===== src/hw/rtl/bmia_pkg.sv =====
// Shared types, codes and constants of the bitmap inode and block allocator.
package bmia_pkg;

   localparam int FIELD_W      = 14;
   localparam int CMD_W        = 2;
   localparam int STATUS_W     = 2;
   localparam int MAP_BITS_DEF = 8192;
   localparam int WORD_MAX     = 64;
   localparam int REQ_DATA_W   = 16;
   localparam int RSP_DATA_W   = 48;
   localparam int RSP_PAD_W    = RSP_DATA_W - 3 * FIELD_W;
   localparam int CSR_INDEX_W  = 1;
   localparam int COUNT_CAP    = (1 << FIELD_W) - 1;

   localparam logic [FIELD_W-1:0] COUNT_RESET = FIELD_W'(8192);

   localparam logic [CSR_INDEX_W-1:0] REG_INODE_COUNT = 1'b0;
   localparam logic [CSR_INDEX_W-1:0] REG_BLOCK_COUNT = 1'b1;

   typedef enum logic [CMD_W-1:0] {
      CMD_ALLOC_INODE = 2'd0,
      CMD_ALLOC_BLOCK = 2'd1,
      CMD_FREE_INODE  = 2'd2,
      CMD_FREE_BLOCK  = 2'd3
   } cmd_type;

   typedef enum logic [STATUS_W-1:0] {
      STAT_OK       = 2'd0,
      STAT_FULL     = 2'd1,
      STAT_RANGE    = 2'd2,
      STAT_NOT_USED = 2'd3
   } status_type;

   typedef enum logic [2:0] {
      S_CLEAR,
      S_IDLE,
      S_SCAN,
      S_LOOKUP,
      S_EXEC,
      S_DONE
   } state_type;

   typedef struct packed {
      logic clear_step;
      logic load_req;
      logic chunk_inc;
      logic rd_scan;
      logic rd_num;
      logic set_full;
      logic set_range;
      logic commit;
      logic load_rsp;
   } ctl_cmd_type;

   typedef struct packed {
      logic clear_last;
      logic range_bad;
      logic chunk_free;
      logic chunk_last;
      logic word_beyond;
      logic rsp_free;
   } dp_stat_type;

endpackage


===== src/hw/rtl/bmia_ctrl.sv =====
// Controller state machine sequencing scan, lookup, commit and result hand-off.
module bmia_ctrl
   import bmia_pkg::*;
(
   input  logic        clock,
   input  logic        reset,
   input  logic        req_tvalid,
   input  logic        req_free,
   output logic        req_tready,
   input  dp_stat_type stat,
   output ctl_cmd_type cmd
);

   state_type state_ff;
   state_type state_in;

   always_ff @(posedge clock) begin
      if (reset) begin
         state_ff <= S_CLEAR;
      end else begin
         state_ff <= state_in;
      end
   end

   always_comb begin
      state_in   = state_ff;
      cmd        = '0;
      req_tready = 1'b0;
      unique case (state_ff)
         S_CLEAR: begin
            cmd.clear_step = 1'b1;
            if (stat.clear_last) begin
               state_in = S_IDLE;
            end
         end
         S_IDLE: begin
            req_tready = 1'b1;
            if (req_tvalid) begin
               cmd.load_req = 1'b1;
               state_in     = req_free ? S_LOOKUP : S_SCAN;
            end
         end
         S_SCAN: begin
            if (stat.chunk_free) begin
               if (stat.word_beyond) begin
                  cmd.set_full = 1'b1;
                  state_in     = S_DONE;
               end else begin
                  cmd.rd_scan = 1'b1;
                  state_in    = S_EXEC;
               end
            end else if (stat.chunk_last) begin
               cmd.set_full = 1'b1;
               state_in     = S_DONE;
            end else begin
               cmd.chunk_inc = 1'b1;
            end
         end
         S_LOOKUP: begin
            if (stat.range_bad) begin
               cmd.set_range = 1'b1;
               state_in      = S_DONE;
            end else begin
               cmd.rd_num = 1'b1;
               state_in   = S_EXEC;
            end
         end
         S_EXEC: begin
            cmd.commit = 1'b1;
            state_in   = S_DONE;
         end
         S_DONE: begin
            if (stat.rsp_free) begin
               cmd.load_rsp = 1'b1;
               state_in     = S_IDLE;
            end
         end
         default: begin
            state_in = S_CLEAR;
         end
      endcase
   end

endmodule


===== config.mk =====
export PLATFORM = sky130hd
export DESIGN_NAME = bmia_ctrl
export DESIGN_NICKNAME = d
export VERILOG_FILES = /design/src/hw/rtl/bmia_pkg.sv /design/src/hw/rtl/bmia_ctrl.sv
export SDC_FILE = /design/constraint.sdc
export NUM_CORES = 1
export LEC_CHECK = 0
export ABC_AREA = 1
export ABC_CLOCK_PERIOD_IN_PS = 1300
export BUFFER_PORTS_ARGS = -buffer_cell sky130_fd_sc_hd__buf_2
export CORE_AREA = 2 2 39 41
export DETAILED_ROUTE_END_ITERATION = 7
export DIE_AREA = 0 0 41 43
export MAX_ROUTING_LAYER = met4
export PLACE_DENSITY_LB_ADDON = 0.25
export SYNTH_ARGS = -nofsm -noshare
export SYNTH_HDL_FRONTEND = slang
export SYNTH_SLANG_ARGS = --single-unit

===== constraint.sdc =====
create_clock -name clock -period 1.3 [get_ports clock]
set_input_delay 0.13 -clock clock [delete_from_list [all_inputs] [get_ports clock]]
set_output_delay 0.13 -clock clock [all_outputs]
set_load 0.01 [all_outputs]

Yosys cells after proc, flatten, opt, wreduce, memory -nomap -nowiden. Cells that the tools add are included.

Word-level logic and storage cells: 41. Output and inout port bits: 10. Register bits after elaboration: 3. Input bits: 10.

Mux-type cells: 29. Reduce and logical (&&, ||, !) cells: 2. Eq/ne operators: 9.

Operators by type and width (count): $mux 1 (22); $pmux 3 s6 (1); $mux 3 (5); $eq 3x2->1 const B (2); $eq 3x3->1 const B (2); $ne 2x2->1 const B (3); $reduce_and 4->1 (1); $eq 3x1->1 const B (1); $logic_not 3->1 (1); $ne 3x3->1 const B (1); $mux 2 (1).

Depth between registers and ports, before layout. Gate-level depths: netlist of the first run.

Depth after elaboration: 3. Gate-level depth with buffers: 8. Gate-level depth less buffers: 8.

Worst setup path before layout of the first run. Ideal clock, no wire load.

Kind: flip-flop to output port. Start: reg state_ff[2]. End: out cmd[0] in the netlist's numbering. Data required time: 1.170 ns. Path buffers: 0. Cell stages (with the launch flop): 3. Arrival time: 0.919 ns. Slack: 0.251 ns. Cell sequence: dfxtp_1 inv_2 nor4_1.

RTL lines: from (decl) (line bmia_ctrl.sv:14) `state_type state_ff;`; from (signal assigned) (line bmia_ctrl.sv:21) `state_ff <= state_in;`; to (decl) (line bmia_ctrl.sv:11) `output ctl_cmd_type cmd`.

==> impl_metrics.ini, run 1 <==
[worst_setup_path]
critical_path_depth = 5
worstSetupStartpoint = state_ff[1]
critPathKind = reg -> out
arrival_ns = 1.09
r2r-start = state_ff[0]
r2r_slack_ns = 0.24
worstPathRequired_ns = 1.17
reg2reg_depth = 7
cp_cell_sequence = inv_2 > nor2_4 > inv_1 > nor3_2 > buf_2
crit_path_max_fanout = 4
cp_num_buf_inv = 3
crit_family = flip-flops
crit_path_end = cmd[5]
critPathMaxStageDelay_ns = 0.37
cpMaxStageDelayCell = dfxtp_4
worst_setup_path_end_kind = output pin
reg2reg_to = state_ff[0]
critPathLaunchType = flip-flop

[final_layout]
final_common_cell = buf_2
insertedDiodeCount = 0
final-seq-area_um2 = 71.3
largestRegisters = state_ff x3
layout_common_cells = 19 x buf_2, 12 x inv_1, 10 x nand2_1, 4 x nor2_1, 4 x nand3_1
largest_register = state_ff
area_growth_pct = 68.3
nets = 86
drive_gt1_share_pct = 49.3
fill_cells = 172
finalCoreUtilization_pct = 33.6
largest_reg_flops = 3
design_area_um2 = 465
multi_input_area_um2 = 189

[sta]
hold_viol_final = 0
max_freq_mhz = 819
maxSlewHeadroom_pct = 87.5
hold_ws_ns = 0.0867
worstMarginPinSlew_ns = 0.186
fin_skew_ns = 0.000223
drv_slew = 0
setup_viol = 0
final.min_clock_period_ns = 1.22
rsz0062_at_grt = yes
final.setup.tns_ns = 0
fin_crit_sh_pct = 94.0

[cts]
htreeDepth = 1
tritoncts = built
clkTransAtPathRegs_ns = 0.04
hold_buffers = 0
root_buffer = clkbuf_4
cts.path.max_buffers = 2
clk_latency_ns = 0.23
cts.sinks = 3
cts_buffers = 3

[power_and_ir_drop]
p_total_w = 0.000481
ir_drop_uv = 377
power.leakage_nw = 0.281
p_per_area_nw_per_um2 = 1030

[place]
place.port_buffers = 19
placed_area_um2 = 392
gp_congestion = 0.800
hpwl_um = 656

[yosys]
synthDistinctLibCells = 14
syn-num-nets = 61
avgSynthCellArea_um2 = 5.42
syn_area_um2 = 277
synth_seq_cells = 3
yosysWarnings = 0
synth-seq-area-share_pct = 21.7
synth_cells = 51

[detailed_routing]
first_iter_violations = 3
wl_per_cell_um = 8.71
ant_nets = 0
routed_via_density = 4.29
drt-total-wl_um = 793
dr.pass1.iters = 2
drc = 0
vias = 390

[floorplan]
io_pins = 20
start_util_pct = 20.0
rows = 14
core_um2 = 1380
fp.dieArea_um2 = 1760
fp.dieW_um = 41
die_y_um = 43

[run]
drv_cap = 0

[global_routing]
grt_pass1_wl_mm = 1.28
antenna_found_initial = 0
grt_overflow = 0
grt_use_total_pct = 11.0
grt_pass1_vias = 338
grt_max_degree = 7

[hold_path]
hp-class = in -> reg

[status]
status = finished, final reports clean
## metrics by stage
step | setup WS, ns | std cells
finish | 0.0784 | 91
global route | -0.0109 | 91
CTS | -0.00282 | 90
detailed placement | 0.128 | 86
global placement | 0.157 | 86
floorplan | 0.251 | 51
## how the worst min path moves through the flow
stage,startpoint,end,slack [ns],cells past startpoint
floorplan,reset,state_ff[0],0.19,1
global placement,reset,state_ff[0],0.33,2
CTS,reset,state_ff[0],0.08,2
detailed placement,reset,state_ff[0],0.33,2
finish,reset,state_ff[0],0.09,2
global route,reset,state_ff[0],0.1,2
## cell families after synthesis
logic type,count (synthesis),synth area share [%]
simple gates,29,49.3
buf+inv,15,20.4
flops,3,21.7
compound gates,4,8.60
## cell type report
class / count / area share (%)
inverters: 15 / 12.1
well taps: 16 / 4.30
flip-flops and latches: 3 / 15.3
multi-input cells: 33 / 40.6
repair buffers: 20 / 22.0
clock buffers: 4 / 5.65
## layer usage
metal / share of wire [%] / global-route usage (%) / vias to the layer above
li1: - / - / 208
met1: 41 / 13.8 / 170
met2: 52 / 15.3 / 10
met3: 6.8 / 1.57 / 2
met4: 0.76 / 8.00 / 0
met5: 0 / - / -
## where the power goes
part | leakage [nW] | total (W) | switching (W) | internal [W]
logic | 0.239 | 0.000195 | 0.000117 | 0.0000784
registers | 0.0267 | 0.000127 | 0.0000204 | 0.000107
clock network | 0.0150 | 0.000159 | 0.0000441 | 0.000115
## synthesized netlist by cell type
| library cell | n | area (µm²) |
|---|---|---|
| inv_2 | 3 | 11.3 |
| nand2_1 | 11 | 41.3 |
| nor2_1 | 4 | 15.0 |
| a21oi_2 | 1 | 8.76 |
| dfxtp_1 | 3 | 60.1 |
| nand3b_1 | 1 | 7.51 |
| nand4_1 | 2 | 12.5 |
| nor4_1 | 1 | 6.26 |
| nand3_1 | 4 | 20.0 |
| nor2_2 | 3 | 18.8 |
| inv_1 | 12 | 45.0 |
| a21oi_1 | 2 | 10.0 |
| o21ai_0 | 1 | 5.00 |
| nor3_1 | 3 | 15.0 |
## repair_timing
action / CTS / global route
gates cloned: 0 / 0
endpoints found under the hold margin: 0 / 0
resized for setup: 5 / 7
setup endpoints to repair: 6 / 6
setup buffers: 0 / 1
pin swaps: 0 / 1
No activity file was read; power rests on OpenSTA's default activity.
==> run 2, diff against run 1 <==
--- a/config.mk
+++ b/config.mk
@@ -8,6 +8,8 @@
 export ABC_AREA = 1
 export ABC_CLOCK_PERIOD_IN_PS = 1300
 export BUFFER_PORTS_ARGS = -buffer_cell sky130_fd_sc_hd__buf_2
+export CELL_PAD_IN_SITES_DETAIL_PLACEMENT = 0
+export CELL_PAD_IN_SITES_GLOBAL_PLACEMENT = 1
 export CORE_AREA = 2 2 39 41
 export DETAILED_ROUTE_END_ITERATION = 7
 export DIE_AREA = 0 0 41 43
==> constraint.sdc (replaced) <==
create_clock -name clock -period 1.3 [get_ports clock]
set_input_delay 0.26 -clock clock [delete_from_list [all_inputs] [get_ports clock]]
set_output_delay 0.26 -clock clock [all_outputs]
set_load 0.01 [all_outputs]
==> impl_metrics.ini, run 2 (synthesis gave the netlist of run 1 again) <==
[final_layout]
insertedDiodeCount = 0
fin_cells = 96
final_common_cell = buf_2
layout_common_cells = 18 x buf_2, 10 x inv_1, 9 x nand2_1, 4 x inv_2, 4 x buf_4
area_growth_pct = 89.1
nets = 91
drive_gt1_share_pct = 57.5
fill_cells = 169
largest_register = state_ff
largestRegisters = state_ff x3
largest_reg_flops = 3
finalCoreUtilization_pct = 37.8

[power_and_ir_drop]
power.leakage_nw = 0.305
ir_drop_uv = 736
p_int_w = 0.000317
p_per_area_nw_per_um2 = 972
power_frac_seq_pct = 23.2
sw_frac_of_total_pct = 37.7
power_frac_comb_pct = 46.1
clkPwrFrac_pct = 30.7
switchingPower_w = 0.000192

[sta]
maxSlewHeadroom_pct = 87.1
drv_slew = 0
max_freq_mhz = 739
fin_ws_ns = -0.0529
worstMarginPinSlew_ns = 0.192
setup_viol = 6
hold_viol_final = 0
fin_crit_sh_pct = 104
rsz0062_at_grt = yes
fin_skew_ns = 0.00152
final.min_clock_period_ns = 1.35

[worst_setup_path]
arrival_ns = 1.09
r2r_slack_ns = 0.11
cpMaxStageDelayCell = dfxtp_4
crit_path_max_fanout = 6
cp_cell_sequence = inv_4 > nor2_4 > nand3_1 > nor2_1 > buf_2
r2r-start = state_ff[2]
worstSetupStartpoint = state_ff[1]
worstPathRequired_ns = 1.04
critPathLaunchType = flip-flop
critPathMaxStageDelay_ns = 0.38
worst_setup_path_end_kind = output pin
critPathKind = reg -> out

[cts]
hold_buffers = 0
tritoncts = built
cts.sinks = 3
clk_latency_ns = 0.23
htreeDepth = 1
root_buffer = clkbuf_4
clkTransAtPathRegs_ns = 0.03
cts.path.max_buffers = 2
cts_buffers = 3

[floorplan]
rows = 14
start_util_pct = 20.0
fp.dieW_um = 41
fp.dieArea_um2 = 1760
core_um2 = 1380
die_y_um = 43
io_pins = 20

[place]
place.port_buffers = 19
gp_congestion = 0.711
dp.cells = 89
hpwl_um = 680

[detailed_routing]
vias = 401
drt-total-wl_um = 858
ant_nets = 0
highest_layer = met3
first_iter_violations = 2
drc = 0
wl_per_cell_um = 8.94
routed_via_density = 4.18
wl_met2_um = 413
wl_met1_um = 389
dr_wl_met3_um = 55
dr.pass1.iters = 2

[status]
status = finished with violations
violations = setup timing

[global_routing]
antenna_found_initial = 0
grt_pass1_vias = 396
grt_max_degree = 7
grt_overflow = 0
grt_pass1_wl_mm = 1.56
grt_use_total_pct = 12.9

[hold_path]
hold_start = reset
hp-class = in -> reg

[run]
drv_cap = 0
==> run 2: path summary, 6_finish.rpt <==
path                 end  depth (start not counted)
min reg2reg  state_ff[2]                          3
min          state_ff[2]                          2
max               cmd[3]                          5
max reg2reg  state_ff[2]                          8
==> run 2: final cells by class <==
type	instances	area (µm²)	share of cell area, %
inverter	15	58.8	11.2
clock buffer	4	26.3	5.02
timing repair buffer	25	154	29.4
multi-input combinational	33	196	37.6
sequential	3	67.6	12.9
tap	16	20.0	3.83
==> run 2: metal layers <==
layer  up-vias  global-route usage (%)
li1        215                       -
met1       175                    16.3
met2        11                    19.7
met3         0                    4.71
met4         0                    2.00
met5         -                       -
==> run 2: power groups by stage <==
| stage | sequential [W] | combinational (W) | clock [W] |
|---|---|---|---|
| 2_1_floorplan | 0.000121 | 0.000122 | 0 |
| 3_3_place_gp | 0.000117 | 0.000205 | 0 |
| 3_5_place_dp | 0.000118 | 0.000201 | 0 |
| 4_1_cts | 0.000116 | 0.000220 | 0.000162 |
| 5_1_grt | 0.000120 | 0.000268 | 0.000172 |
| 6_report | 0.000118 | 0.000234 | 0.000156 |
==> run 2: stage by stage <==
step	setup WS, ns	hold slack, ns	TNS [ns]	power, W	area [µm²]
after global routing	-0.147	0.232	-0.951	0.000560	523
after floorplan	0.121	0.322	0	0.000243	277
after detailed placement	0.0444	0.456	0	0.000318	414
after CTS	-0.0516	0.218	-0.230	0.000498	497
final	-0.0529	0.226	-0.222	0.000508	523
after global placement	0.0763	0.457	0	0.000322	414
==> run 2: worst max-delay path, delay by kind of cell, from the launching register on <==
family	cells	cell delay, ns
DFF	1	0.38
and+or+nand+nor	3	0.30
buffers and inverters	2	0.18
==> run 2: repair_timing <==
| action | 4_1_cts | 5_1_grt |
|---|---|---|
| endpoints found under the setup margin | 10 | 11 |
| buffers inserted | 3 | 1 |
| pin swaps | 1 | 2 |
| gates resized for setup | 11 | 8 |
| cloned | 0 | 0 |
==> run 3, diff against run 2 <==
--- a/config.mk
+++ b/config.mk
@@ -6,13 +6,13 @@
 export NUM_CORES = 1
 export LEC_CHECK = 0
 export ABC_AREA = 1
-export ABC_CLOCK_PERIOD_IN_PS = 1300
+export ABC_CLOCK_PERIOD_IN_PS = 1200
 export BUFFER_PORTS_ARGS = -buffer_cell sky130_fd_sc_hd__buf_2
 export CELL_PAD_IN_SITES_DETAIL_PLACEMENT = 0
 export CELL_PAD_IN_SITES_GLOBAL_PLACEMENT = 1
-export CORE_AREA = 2 2 39 41
+export CORE_AREA = 2 2 42 44
 export DETAILED_ROUTE_END_ITERATION = 7
-export DIE_AREA = 0 0 41 43
+export DIE_AREA = 0 0 44 46
 export MAX_ROUTING_LAYER = met4
 export PLACE_DENSITY_LB_ADDON = 0.25
 export SYNTH_ARGS = -nofsm -noshare
==> constraint.sdc (replaced) <==
create_clock -name clock -period 1.2 [get_ports clock]
set_input_delay 0.24 -clock clock [delete_from_list [all_inputs] [get_ports clock]]
set_output_delay 0.24 -clock clock [all_outputs]
set_load 0.01 [all_outputs]
==> impl_metrics.ini, run 3 (synthesis gave the netlist of run 1 again) <==
[cts]
hold_buffers = 0
htreeDepth = 1
root_buffer = clkbuf_4
cts.sinks = 3
clk_latency_ns = 0.23
clkTransAtPathRegs_ns = 0.04
tritoncts = built
cts.path.max_buffers = 2
cts_buffers = 3

[final_layout]
fill_cells = 196
layout_common_cells = 19 x buf_2, 11 x inv_1, 11 x buf_4, 8 x nand2_1
insertedDiodeCount = 0
largest_reg_flops = 3
final_common_cell = buf_2
multi_input_area_um2 = 221
drive_gt1_share_pct = 67.0
final-seq-area_um2 = 68.8
fin_cells = 105
largestRegisters = state_ff x3
nets = 99
area_growth_pct = 122
largest_register = state_ff

[detailed_routing]
drc = 0
routed_via_density = 4.23
first_iter_violations = 5
dr.pass1.iters = 2
wl_per_cell_um = 9.90
ant_nets = 0
drt-total-wl_mm = 1.04
vias = 444

[power_and_ir_drop]
power.leakage_nw = 0.349
ir_drop_uv = 998
p_per_area_nw_per_um2 = 1020
p_total_w = 0.000628

[sta]
setup_viol = 10
final.setup.tns_ns = -0.956
hold_ws_ns = 0.188
fin_skew_ns = 0.00176
final.min_clock_period_ns = 1.33
rsz0062_at_grt = yes
max_freq_mhz = 754
hold_viol_final = 0
worstMarginPinSlew_ns = 0.218
fin_crit_sh_pct = 111
drv_slew = 0
fin_ws_ns = -0.127
maxSlewHeadroom_pct = 85.4

[floorplan]
start_util_pct = 17.1
core_um2 = 1610
fp.dieW_um = 44
die_y_um = 46
rows = 15
io_pins = 20
fp.dieArea_um2 = 2020

[global_routing]
grt_use_total_pct = 10.7
antenna_found_initial = 0
grt_pass1_wl_mm = 1.49
grt_overflow = 0
grt_max_degree = 7
grt_pass1_vias = 378

[worst_setup_path]
critPathKind = reg -> out
r2r-start = state_ff[2]
reg2reg_to = state_ff[0]
cpMaxStageDelayCell = dfxtp_4
worstPathRequired_ns = 0.96
critPathLaunchType = flip-flop
critPathMaxStageDelay_ns = 0.38
worst_setup_path_end_kind = output pin
arrival_ns = 1.09
reg2reg_depth = 8
r2r_slack_ns = 0.06
cp_cell_sequence = inv_4 > nor2_4 > inv_2 > nor3_2 > buf_2
crit_path_max_fanout = 5
worstSetupStartpoint = state_ff[1]

[run]
drv_cap = 0

[status]
status = finished with violations
violations = setup timing

[hold_path]
whs_path_depth = 2
min_to = state_ff[0]
hold_start = reset
hp-class = in -> reg

[place]
hpwl_um = 707
place.port_buffers = 19
gp_congestion = 0.677
dp.cells = 91
==> run 3: repair_timing <==
action / CTS / global route
resized for setup: 20 / 7
pin swaps: 2 / 2
buffers inserted: 6 / 4
setup endpoints to repair: 10 / 12
==> run 3: power by group <==
group	internal (W)	leakage (nW)	switching, W
clock	0.000125	0.0150	0.0000526
combinational	0.000149	0.308	0.000170
sequential	0.000114	0.0264	0.0000185
total	0.000387	0.349	0.000241
==> run 3: how the worst max path moves through the flow <==
stage | slack, ns | endpoint
final | -0.13 | cmd[5]
after global routing | -0.20 | cmd[5]
after CTS | -0.14 | cmd[5]
after detailed placement | -0.01 | cmd[6]
after global placement | -0.01 | cmd[0]
after floorplan | 0.04 | cmd[0]
==> run 3: per-layer routing <==
| metal | part of all wire [%] | global-route usage [%] | vias up |
|---|---|---|---|
| met1 | 45 | 11.3 | 199 |
| met2 | 50 | 17.6 | 12 |
| met3 | 4.9 | 4.76 | 2 |
| met5 | 0 | - | - |
| met4 | 0.58 | 3.64 | 0 |
| li1 | - | - | 231 |
==> run 3: layout make-up <==
class                   count  share of cell area (%)
flip-flops and latches      3                    11.2
inverters                  15                    10.4
multi-input cells          33                    36.1
well taps                  17                    3.47
clock buffers               4                    4.29
repair buffers             33                    34.5
==> run 3: stage by stage <==
step	utilization, %	setup WS (ns)	cell area [µm²]
3_3_place_gp	26.2	-0.0114	423
5_1_grt	38.0	-0.199	613
4_1_cts	34.6	-0.143	558
2_1_floorplan	-	0.0407	277
3_5_place_dp	26.2	-0.0142	423
6_report	38.0	-0.127	613
==> run 3: worst max-delay path, delay by kind of cell, from the launching register on <==
| family | cells | cell delay (ns) |
|---|---|---|
| flip-flops | 1 | 0.38 |
| AND/OR/NAND/NOR | 2 | 0.21 |
| buffers and inverters | 3 | 0.26 |
